==> src/mdsd_pkg.sv <==
// Shared types and codes for the motor drive slew and dead band block.
package mdsd_pkg;

	localparam int unsigned PowerW = 16;
	localparam int unsigned MagW   = 15;
	localparam int unsigned CmdW   = 2;
	localparam int unsigned ModeW  = 2;
	localparam int unsigned CfgIdxW = 2;

	localparam logic [CmdW-1:0] CMD_SET   = 2'd0;
	localparam logic [CmdW-1:0] CMD_STOP  = 2'd1;
	localparam logic [CmdW-1:0] CMD_ESTOP = 2'd2;

	localparam logic [ModeW-1:0] MODE_IDLE  = 2'd0;
	localparam logic [ModeW-1:0] MODE_RUN   = 2'd1;
	localparam logic [ModeW-1:0] MODE_ERROR = 2'd2;

	localparam logic [CfgIdxW-1:0] REG_POWER_LIMIT = 2'd0;
	localparam logic [CfgIdxW-1:0] REG_SLEW_STEP   = 2'd1;
	localparam logic [CfgIdxW-1:0] REG_DEAD_BAND   = 2'd2;
	localparam logic [CfgIdxW-1:0] REG_INVERT_SIGN = 2'd3;

	localparam logic [MagW-1:0] POWER_LIMIT_RST = 15'h7fff;

	typedef struct packed {
		logic [MagW-1:0] power_limit;
		logic [MagW-1:0] slew_step;
		logic [MagW-1:0] dead_band;
		logic            invert_sign;
	} cfg_t;

endpackage

==> src/mdsd_shaper.sv <==
// Power shaping datapath: clamp, slew limit, dead band and sign inversion.
module mdsd_shaper (
	input  mdsd_pkg::cfg_t             cfg,
	input  logic signed [15:0]         request,
	input  logic signed [15:0]         last_power,
	output logic signed [15:0]         shaped,
	output logic signed [15:0]         applied
);
	import mdsd_pkg::*;

	logic signed [16:0] req17;
	logic signed [16:0] lim17;
	logic signed [16:0] clamped;
	logic signed [17:0] last18;
	logic signed [17:0] step18;
	logic signed [17:0] delta;
	logic signed [17:0] slewed;
	logic signed [16:0] slew17;
	logic signed [16:0] dead17;

	always_comb begin
		req17 = {request[15], request};
		lim17 = $signed({2'b00, cfg.power_limit});
		if (req17 > lim17) begin
			clamped = lim17;
		end else if (req17 < -lim17) begin
			clamped = -lim17;
		end else begin
			clamped = req17;
		end

		// The slew history is held before inversion.
		last18 = {{2{last_power[15]}}, last_power};
		step18 = $signed({3'b000, cfg.slew_step});
		delta  = {clamped[16], clamped} - last18;
		slewed = {clamped[16], clamped};
		if (cfg.slew_step != '0) begin
			if (delta > step18) begin
				slewed = last18 + step18;
			end else if (delta < -step18) begin
				slewed = last18 - step18;
			end
		end

		slew17 = slewed[16:0];
		dead17 = $signed({2'b00, cfg.dead_band});
		if (slew17 > -dead17 && slew17 < dead17) begin
			shaped = '0;
		end else begin
			shaped = slew17[15:0];
		end

		applied = cfg.invert_sign ? -shaped : shaped;
	end

endmodule

==> src/mdsd_core.sv <==
// Drive state registers, command decode and the result register.
module mdsd_core (
	input  logic                   clk,
	input  logic                   arst_n,
	input  mdsd_pkg::cfg_t         cfg,
	input  logic                   item_valid,
	input  logic [1:0]             item_command,
	input  logic signed [15:0]     item_request,
	output logic                   advance,
	output logic                   out_valid,
	input  logic                   out_ready,
	output logic                   status,
	output logic signed [15:0]     drive_power,
	output logic [1:0]             run_state,
	output logic                   heading
);
	import mdsd_pkg::*;

	logic signed [15:0] last_q;
	logic signed [15:0] applied_q;
	logic [ModeW-1:0]   mode_q;
	logic               dir_q;
	logic               latch_q;

	logic signed [15:0] last_d;
	logic signed [15:0] applied_d;
	logic [ModeW-1:0]   mode_d;
	logic               dir_d;
	logic               latch_d;
	logic               status_d;

	logic signed [15:0] shaped;
	logic signed [15:0] shaped_applied;

	logic               valid_q;
	logic               status_q;
	logic signed [15:0] power_q;
	logic [ModeW-1:0]   mode_out_q;
	logic               dir_out_q;

	mdsd_shaper u_shaper (
		.cfg        (cfg),
		.request    (item_request),
		.last_power (last_q),
		.shaped     (shaped),
		.applied    (shaped_applied)
	);

	// The result register frees up when it is empty or its beat is taken.
	assign advance = !valid_q || out_ready;

	always_comb begin
		last_d    = last_q;
		applied_d = applied_q;
		mode_d    = mode_q;
		dir_d     = dir_q;
		latch_d   = latch_q;
		status_d  = 1'b0;
		case (item_command)
			CMD_SET: begin
				if (latch_q) begin
					status_d = 1'b1;
				end else begin
					last_d    = shaped;
					applied_d = shaped_applied;
					if (shaped_applied > 0) begin
						dir_d  = 1'b0;
						mode_d = MODE_RUN;
					end else if (shaped_applied < 0) begin
						dir_d  = 1'b1;
						mode_d = MODE_RUN;
					end else begin
						mode_d = MODE_IDLE;
					end
				end
			end
			CMD_STOP: begin
				last_d    = '0;
				applied_d = '0;
				mode_d    = MODE_IDLE;
			end
			CMD_ESTOP: begin
				last_d    = '0;
				applied_d = '0;
				mode_d    = MODE_ERROR;
				latch_d   = 1'b1;
			end
			default: begin
			end
		endcase
	end

	always_ff @(posedge clk or negedge arst_n) begin
		if (!arst_n) begin
			last_q    <= '0;
			applied_q <= '0;
			mode_q    <= MODE_IDLE;
			dir_q     <= 1'b0;
			latch_q   <= 1'b0;
			valid_q   <= 1'b0;
		end else if (advance) begin
			valid_q <= item_valid;
			if (item_valid) begin
				last_q    <= last_d;
				applied_q <= applied_d;
				mode_q    <= mode_d;
				dir_q     <= dir_d;
				latch_q   <= latch_d;
			end
		end
	end

	always_ff @(posedge clk) begin
		if (advance && item_valid) begin
			status_q   <= status_d;
			power_q    <= applied_d;
			mode_out_q <= mode_d;
			dir_out_q  <= dir_d;
		end
	end

	assign out_valid   = valid_q;
	assign status      = status_q;
	assign drive_power = power_q;
	assign run_state   = mode_out_q;
	assign heading     = dir_out_q;

endmodule

==> src/motor_drive_slew_deadband_top.sv <==
// Motor drive command block: slew limiter with dead band and emergency latch.
//
// Each beat on the input channel is one command (set power, stop, emergency
// stop) and yields exactly one result beat carrying the status, the applied
// Q1.15 drive power, the run state and the heading. The block takes one
// command per clock cycle while results are taken: a command sits in the
// input register, where a single combinational pass (clamp to the power
// limit, slew limit against the previous command, dead band, optional
// inversion) runs against the stored drive state, and the result is then
// loaded into the result register, which drives the output.
// The drive state is updated in the same edge that loads the result, which
// lets the next command follow immediately. Both registers stall together
// when the result is not taken, so no beat is lost. A refused set power
// (emergency latched) reports status 1 and the unchanged state; the latch
// clears only on reset. Configuration writes take effect at once and are
// meant to happen only while no command is in flight.
module motor_drive_slew_deadband_top (
	input  logic                clk,
	input  logic                arst_n,
	input  logic                cfg_we,
	input  logic [1:0]          cfg_index,
	input  logic [14:0]         cfg_data,
	input  logic                in_valid,
	output logic                in_ready,
	input  logic [1:0]          command,
	input  logic signed [15:0]  power_request,
	output logic                out_valid,
	input  logic                out_ready,
	output logic                status,
	output logic signed [15:0]  drive_power,
	output logic [1:0]          run_state,
	output logic                heading
);
	import mdsd_pkg::*;

	cfg_t cfg_q;

	logic               valid_s1;
	logic [CmdW-1:0]    command_s1;
	logic signed [15:0] request_s1;
	logic               advance;

	// Configuration registers.
	always_ff @(posedge clk or negedge arst_n) begin
		if (!arst_n) begin
			cfg_q.power_limit <= POWER_LIMIT_RST;
			cfg_q.slew_step   <= '0;
			cfg_q.dead_band   <= '0;
			cfg_q.invert_sign <= 1'b0;
		end else if (cfg_we) begin
			case (cfg_index)
				REG_POWER_LIMIT: cfg_q.power_limit <= cfg_data;
				REG_SLEW_STEP:   cfg_q.slew_step   <= cfg_data;
				REG_DEAD_BAND:   cfg_q.dead_band   <= cfg_data;
				REG_INVERT_SIGN: cfg_q.invert_sign <= cfg_data[0];
				default: begin
				end
			endcase
		end
	end

	// The input register moves on when it is empty or the result register can take
	// its beat, so a new command is accepted in the same cycle.
	assign in_ready = !valid_s1 || advance;

	always_ff @(posedge clk or negedge arst_n) begin
		if (!arst_n) begin
			valid_s1 <= 1'b0;
		end else if (in_ready) begin
			valid_s1 <= in_valid;
		end
	end

	always_ff @(posedge clk) begin
		if (in_ready && in_valid) begin
			command_s1 <= command;
			request_s1 <= power_request;
		end
	end

	mdsd_core u_core (
		.clk          (clk),
		.arst_n       (arst_n),
		.cfg          (cfg_q),
		.item_valid   (valid_s1),
		.item_command (command_s1),
		.item_request (request_s1),
		.advance      (advance),
		.out_valid    (out_valid),
		.out_ready    (out_ready),
		.status       (status),
		.drive_power  (drive_power),
		.run_state    (run_state),
		.heading      (heading)
	);

endmodule
==> config.mk <==
export PLATFORM = sky130hd
export DESIGN_NAME = motor_drive_slew_deadband_top
export DESIGN_NICKNAME = d
export VERILOG_FILES = /design/src/mdsd_pkg.sv /design/src/mdsd_shaper.sv /design/src/mdsd_core.sv /design/src/motor_drive_slew_deadband_top.sv
export SDC_FILE = /design/constraint.sdc
export NUM_CORES = 1
export LEC_CHECK = 0
export BUFFER_PORTS_ARGS = -buffer_cell sky130_fd_sc_hd__buf_2
export CELL_PAD_IN_SITES_DETAIL_PLACEMENT = 0
export CELL_PAD_IN_SITES_GLOBAL_PLACEMENT = 1
export CORE_MARGIN = 1.5
export CORE_UTILIZATION = 38
export CTS_CLUSTER_SIZE = 25
export DETAILED_ROUTE_END_ITERATION = 16
export PLACE_DENSITY_LB_ADDON = 0.1
export SYNTH_ARGS = -nofsm -noshare
export SYNTH_HDL_FRONTEND = slang
export SYNTH_HIERARCHICAL = 1
export SYNTH_SLANG_ARGS = --single-unit
==> constraint.sdc <==
create_clock -name clk -period 17.23 [get_ports clk]
set_input_delay 0 -clock clk [delete_from_list [all_inputs] [get_ports clk]]
set_output_delay 0 -clock clk [all_outputs]
set_load 0.1 [all_outputs]
; Word-level counts from Yosys, hierarchy flattened
; Index checks and enable logic that the tools add are counted.
[word_totals]
ff_bits = 122
in_bits = 40
output_inout_bits = 22
word_cells = 77
[op_classes]
n_addsub = 7
n_lt_le_gt_ge = 8
eq_ne = 6
muxes = 20
reduce_logical = 19
[op_table]
columns = cell, n
row1 = $mux 17, 5
row2 = $mux 16, 4
row3 = $pmux 16 s2, 2
row4 = $neg 15->17, 2
row5 = $gt 18x16->1, 1
row6 = $lt 18x18->1, 1
row7 = $neg 15->18, 1
row8 = $sub 17x16->18, 1
row9 = $add 16x16->17, 1
row10 = $gt 17x17->1, 1
row11 = $lt 16x17->1, 1
row12 = $lt 17x16->1, 1
row13 = $sub 16x16->17, 1
row14 = $gt 16x1->1 const B, 1
row15 = $gt 16x16->1, 1
row16 = $lt 16x1->1 const B, 1
row17 = $neg 16->16, 1
row18 = $reduce_bool 15->1, 1
row19 = $reduce_and 2->1, 5
row20 = $eq 2x2->1 const B, 3
row21 = $mux 1, 6
row22 = $pmux 2 s3, 1
row23 = $eq 2x1->1 const B, 2
row24 = $logic_not 2->1, 2
row25 = other kinds (9), 14

; Logic depth before layout (Yosys ltp)
[logic_depth]
word_depth = 19
mapped_depth = 63
ltp_nobuf = 59

; Modules after synthesis
; The synthesis kept the hierarchy.
[by_module_without_submodules]
columns = module, instances, cells_per_inst, area_per_inst_um2
row1 = mdsd_shaper, 1, 958, 6777.8
row2 = mdsd_core, 1, 257, 2758.9
row3 = motor_drive_slew_deadband_top, 1, 121, 2351.0

; Worst setup path after synthesis
; OpenSTA, ideal clock, no wires.
[synth_path]
kind = flip-flop to flip-flop
from = reg cfg_q[31] (netlist name)
to = reg u_core.mode_out_q[0] (netlist: u_core/run_state[0]), data pin
arrival_ps = 11715
required_ps = 16967
path_slack_ps = 5252
path_stages_with_launch = 59
synth_period_minus_slack_ps = 11978
path_cell_list = dfstp_2 -> inv_1 -> ha_1 -> inv_1 -> nor3_1 -> nand3_1 -> nand3b_1 -> or3_1 -> or3_1 -> xnor2_1 -> ha_1 -> a21o_1 -> a2111oi_0 -> a32o_1 -> clkbuf_1 -> clkbuf_1 -> mux2i_1 -> a22o_1 -> [23 not listed] -> a21o_1 -> a21o_1 -> a21oi_1 -> o21ai_0 -> o211ai_1 -> o22ai_1 -> nand2b_1 -> o31ai_2 -> buf_2 -> nand2b_1 -> ha_1 -> inv_1 -> nor4_4 -> mux2i_1 -> nor3_2 -> nor4_1 -> and4_1 -> o21ai_0
[synth_between]
elab_chain_len = 19
word_cells_on_any_way = 23
cone_classes = add/sub: 3 / order compare: 8 / mux: 11 / reduce/logical: 1
[synth_rtl]
columns = item, line_no
row1 = start: declaration, motor_drive_slew_deadband_top.sv:36  ; cfg_t cfg_q;
row2 = $neg 15->17, "mdsd_shaper.sv:26, mdsd_shaper.sv:27"
row3 = $lt 16x17->1, mdsd_shaper.sv:26  ; end else if (req17 < -lim17) begin
row4 = $mux 17, mdsd_shaper.sv:26
row5 = $mux 17 (*), mdsd_shaper.sv:24  ; if (req17 > lim17) begin
row6 = $sub 17x16->18, mdsd_shaper.sv:35  ; delta = {clamped[16], clamped} - last18;
row7 = $lt 18x18->1, mdsd_shaper.sv:40  ; end else if (delta < -step18) begin
row8 = $mux 17, mdsd_shaper.sv:40
row9 = $mux 17, mdsd_shaper.sv:38  ; if (delta > step18) begin
row10 = [5 not listed], -
row11 = $mux 16 (*), mdsd_shaper.sv:53  ; applied = cfg.invert_sign ? -shaped : shaped;
row12 = net u_core.shaped_applied[12], mdsd_core.sv:33  ; logic signed [15:0] shaped_applied;
row13 = $lt 16x1->1, mdsd_core.sv:69  ; end else if (shaped_applied < 0) begin
row14 = $mux 1, mdsd_core.sv:69
row15 = $mux 2 (*), mdsd_core.sv:66  ; if (shaped_applied > 0) begin
row16 = $mux 2 (*), mdsd_core.sv:61  ; if (latch_q) begin
row17 = $pmux 2 s3 (*), mdsd_core.sv:59  ; case (item_command)
row18 = net u_core.mode_d[0], mdsd_core.sv:27  ; logic [ModeW-1:0] mode_d;
row19 = end signal: assignment, mdsd_core.sv:117  ; mode_out_q <= mode_d;
row20 = end: declaration, mdsd_core.sv:38  ; logic [ModeW-1:0] mode_out_q;
; Mark *: on every way through the listed nets, which the timed path passes. The rest lies on a longest branch.
; A chain may end at the register's enable or synchronous reset.

; Final worst setup path
[layout_path]
from = reg cfg_q[32] (netlist name)
to = reg u_core.mode_out_q[0] (netlist: u_core/run_state[0]), data pin
; Same word-level chain as after synthesis.

==> flow_summary.yaml <==
outcome:
  status: "finished clean"
cts:
  cts_buffer_depth: 2
  cts_max_level: 4
  cts_tree: "built"
  path_clk_slew_ns: 0.07
  numCtsBuffers: 17
  clk_latency_ns: 0.43
  clkSinkCount: 122
  cts_root_buf: "clkbuf_16"
  post-cts-setup-buffers: 0
sta:
  clock.fmax_mhz: 67.6
  period_share_pct: 85.9
  final_max_slew_viol_count: 0
  rsz0062_at_grt: "no"
  fin_skew_ns: 0.0110
  finalSetupTns_ns: 0
  slew_headroom_pct: 23.3
  layout_min_cycle_time_ns: 14.80
  finalHoldViolations: 0
  max_slew.worst_pin.slew_ns: 1.14
  finalSetupViolations: 0
placed_design:
  detailed_place_hpwl_mm: 30.0
  io_buffers: 61
  place_congestion: 0.869
synth:
  synth_edf_count: 38
  synth_top_area_cell: "ha_1"
  syn_nets: 1523
  ys_seq_elements: 122
  synth_warnings: 6
  ys_top_cells_by_area: "ha_1, dfrtp_1, edfxtp_1, mux2_2, xnor2_1"
  synth_top_flop_cell: "dfrtp_1"
  synth.distinct_cells: 93
  seq_area_frac_synth_pct: 27.4
  synth_area_per_cell_um2: 8.90
  async_flop_share_pct: 68.9
  synth_top_cell_area_share_pct: 15.2
  synth_area_um2: 11900
  syn_inst: 1336
floorplan:
  start_util_pct: 38.8
  die_w_um: 180
  die_h_um: 180
  rows: 64
  dieArea_um2: 32400
  ios: 62
  core_um2: 30700
cells_and_area:
  multi_input_area_um2: 7940
  layout_common_cells: "ha_1, inv_1, nand2_1"
  drive_above_1_share_pct: 15.4
  regArea_um2: 3260
  fillers: 3029
  final_common_cell: "ha_1"
  fin_nets: 1606
  area_delta_synth_final_pct: 14.0
critical_path:
  worst_setup_path_start_kind: "flop"
  cp.arrival_ns: 14.98
  cp_common_cell: "ha_1"
  critPathCaptureType: "flop"
  crit_fanout: 26
  critPathRequiredTime_ns: 17.41
  critPathKind: "reg2reg"
  cpPeakStageDelay_ns: 0.91
  crit_slowest_cell: "a32o_1"
route:
  drc: 0
  wl_per_cell_um: 20.7
  route.final.wire_length_mm: 37.8
  drt_iter0_markers: 767
  route.vias.total: 10400
  viasPerCell: 5.68
  first_pass_iters: 5
  ant_nets: 0
grt:
  grt_pass1_vias: 10200
  grtUsageTotal_pct: 23.6
  grt.busiest_layer: "met2"
  grt_use_met2_pct: 37.4
  grt_max_degree: 62
  grt-ovfl-total: 0
  grt_first_pass_wirelength_mm: 59.2
  antenna_found_initial: 2
  global_route.usage.met1_pct: 32.9
  grt_util_met3_pct: 3.97
hold_path:
  hold_path_class: "in2async"
job:
  cap_violations: 0
## critical path: cells and delay by family (launching register included)
kind            cells  cell delay [ns]
buf+inv             4             0.72
compound gates     22             7.12
xor+xnor            2             0.29
simple gates       19             4.12
fa+ha+maj           6             1.86
flops               1             0.38
## cell usage after synthesis (6+ instances only)
| cell | n |
|---|---|
| o21bai_1 | 10 |
| nand2_1 | 93 |
| a21o_1 | 21 |
| nor4_1 | 13 |
| mux2_2 | 65 |
| inv_1 | 115 |
| o21ai_0 | 90 |
| nand3_1 | 39 |
| o31ai_1 | 14 |
| a22oi_1 | 22 |
| a21oi_1 | 61 |
| nor2b_1 | 38 |
| o211ai_1 | 21 |
| and2_1 | 11 |
| o21a_1 | 18 |
| clkbuf_1 | 28 |
| a22o_1 | 7 |
| xnor2_1 | 64 |
| nor2_1 | 73 |
| ha_1 | 144 |
| dfrtp_1 | 69 |
| buf_2 | 10 |
| xor2_1 | 10 |
| mux2i_1 | 17 |
| a211oi_1 | 15 |
| nand2b_1 | 25 |
| or3_1 | 12 |
| a221o_1 | 6 |
| nor3_1 | 25 |
| edfxtp_1 | 38 |
| a31oi_1 | 9 |
| or2_2 | 6 |
| nand4_1 | 15 |
| dfstp_2 | 15 |
## per-stage QoR
stage | worst slack, ns | instance area [µm²] | hold slack [ns] | utilization [%] | cells
final | 2.43 | 13500 | 0.0216 | 44.2 | 1829
after global routing | 1.33 | 13500 | 0.0409 | 44.2 | 1828
after CTS | 2.66 | 13500 | 0.0177 | 44.2 | 1828
after detailed placement | 2.67 | 12600 | -0.0631 | 40.9 | 1758
after global placement | 2.90 | 12600 | -0.0651 | 40.9 | 1758
after floorplan | 5.25 | 11900 | -0.296 | - | 1336
## layout make-up
type	instances	area share (%)
Sequential cell	122	24.1
Multi-Input combinational cell	1048	58.6
Clock buffer	17	3.14
Tap cell	396	3.66
Timing Repair Buffer	113	5.86
Inverter	117	3.28
Clock inverter	15	1.38
Antenna cell	1	0.0185
## what timing repair did
item / 4_1_cts / 5_1_grt
gates resized for setup: 0 / 0
endpoints found under the hold margin: 88 / 0
hold buffers: 38 / 0
## state kept, by name, summed over array words and instances, names as in the netlist, 2 cells and up
name,count
request_s1,16
u_core/drive_power,16
cfg_q,46
u_core/run_state,2
u_core/last_q,16
command_s1,2
u_core/applied_q,16
u_core/mode_q,2
## routing by layer
metal	vias to the layer above	share of wire, %
met5	-	0.026
met4	2	2.2
met3	39	4.3
met2	215	45
met1	5065	48
li1	5067	-
## worst paths after layout
kind	depth (start not counted)	slack (ns)	end	start
setup / recovery	53	2.43	u_core/run_state[0]$_DFFE_PP_	cfg_q[32]$_DFFE_PN1P_
hold / removal	2	0.02	u_core/applied_q[13]$_DFFE_PN0P_	arst_n
setup reg to reg	53	2.43	u_core/run_state[0]$_DFFE_PP_	cfg_q[32]$_DFFE_PN1P_
hold reg to reg	2	0.51	u_core/mode_q[0]$_DFFE_PN0P_	u_core/mode_q[0]$_DFFE_PN0P_
max in group asynchronous	3	16.06	cfg_q[25]$_DFFE_PN0P_	arst_n
min in group clk	5	0.08	u_core/out_valid$_DFFE_PN0N_	out_ready
## cells by family after synthesis
group / Yosys count / share of synthesized area [%]
simple gates: 381 / 16.8
buf+inv: 166 / 5.83
compound gates: 359 / 20.7
flops: 122 / 27.4
mux: 85 / 7.93
xor+xnor: 74 / 5.45
fa+ha+maj: 149 / 15.8
Power is not shown: default switching activity piles up to over one toggle a cycle in this logic, so the estimate is an artifact.
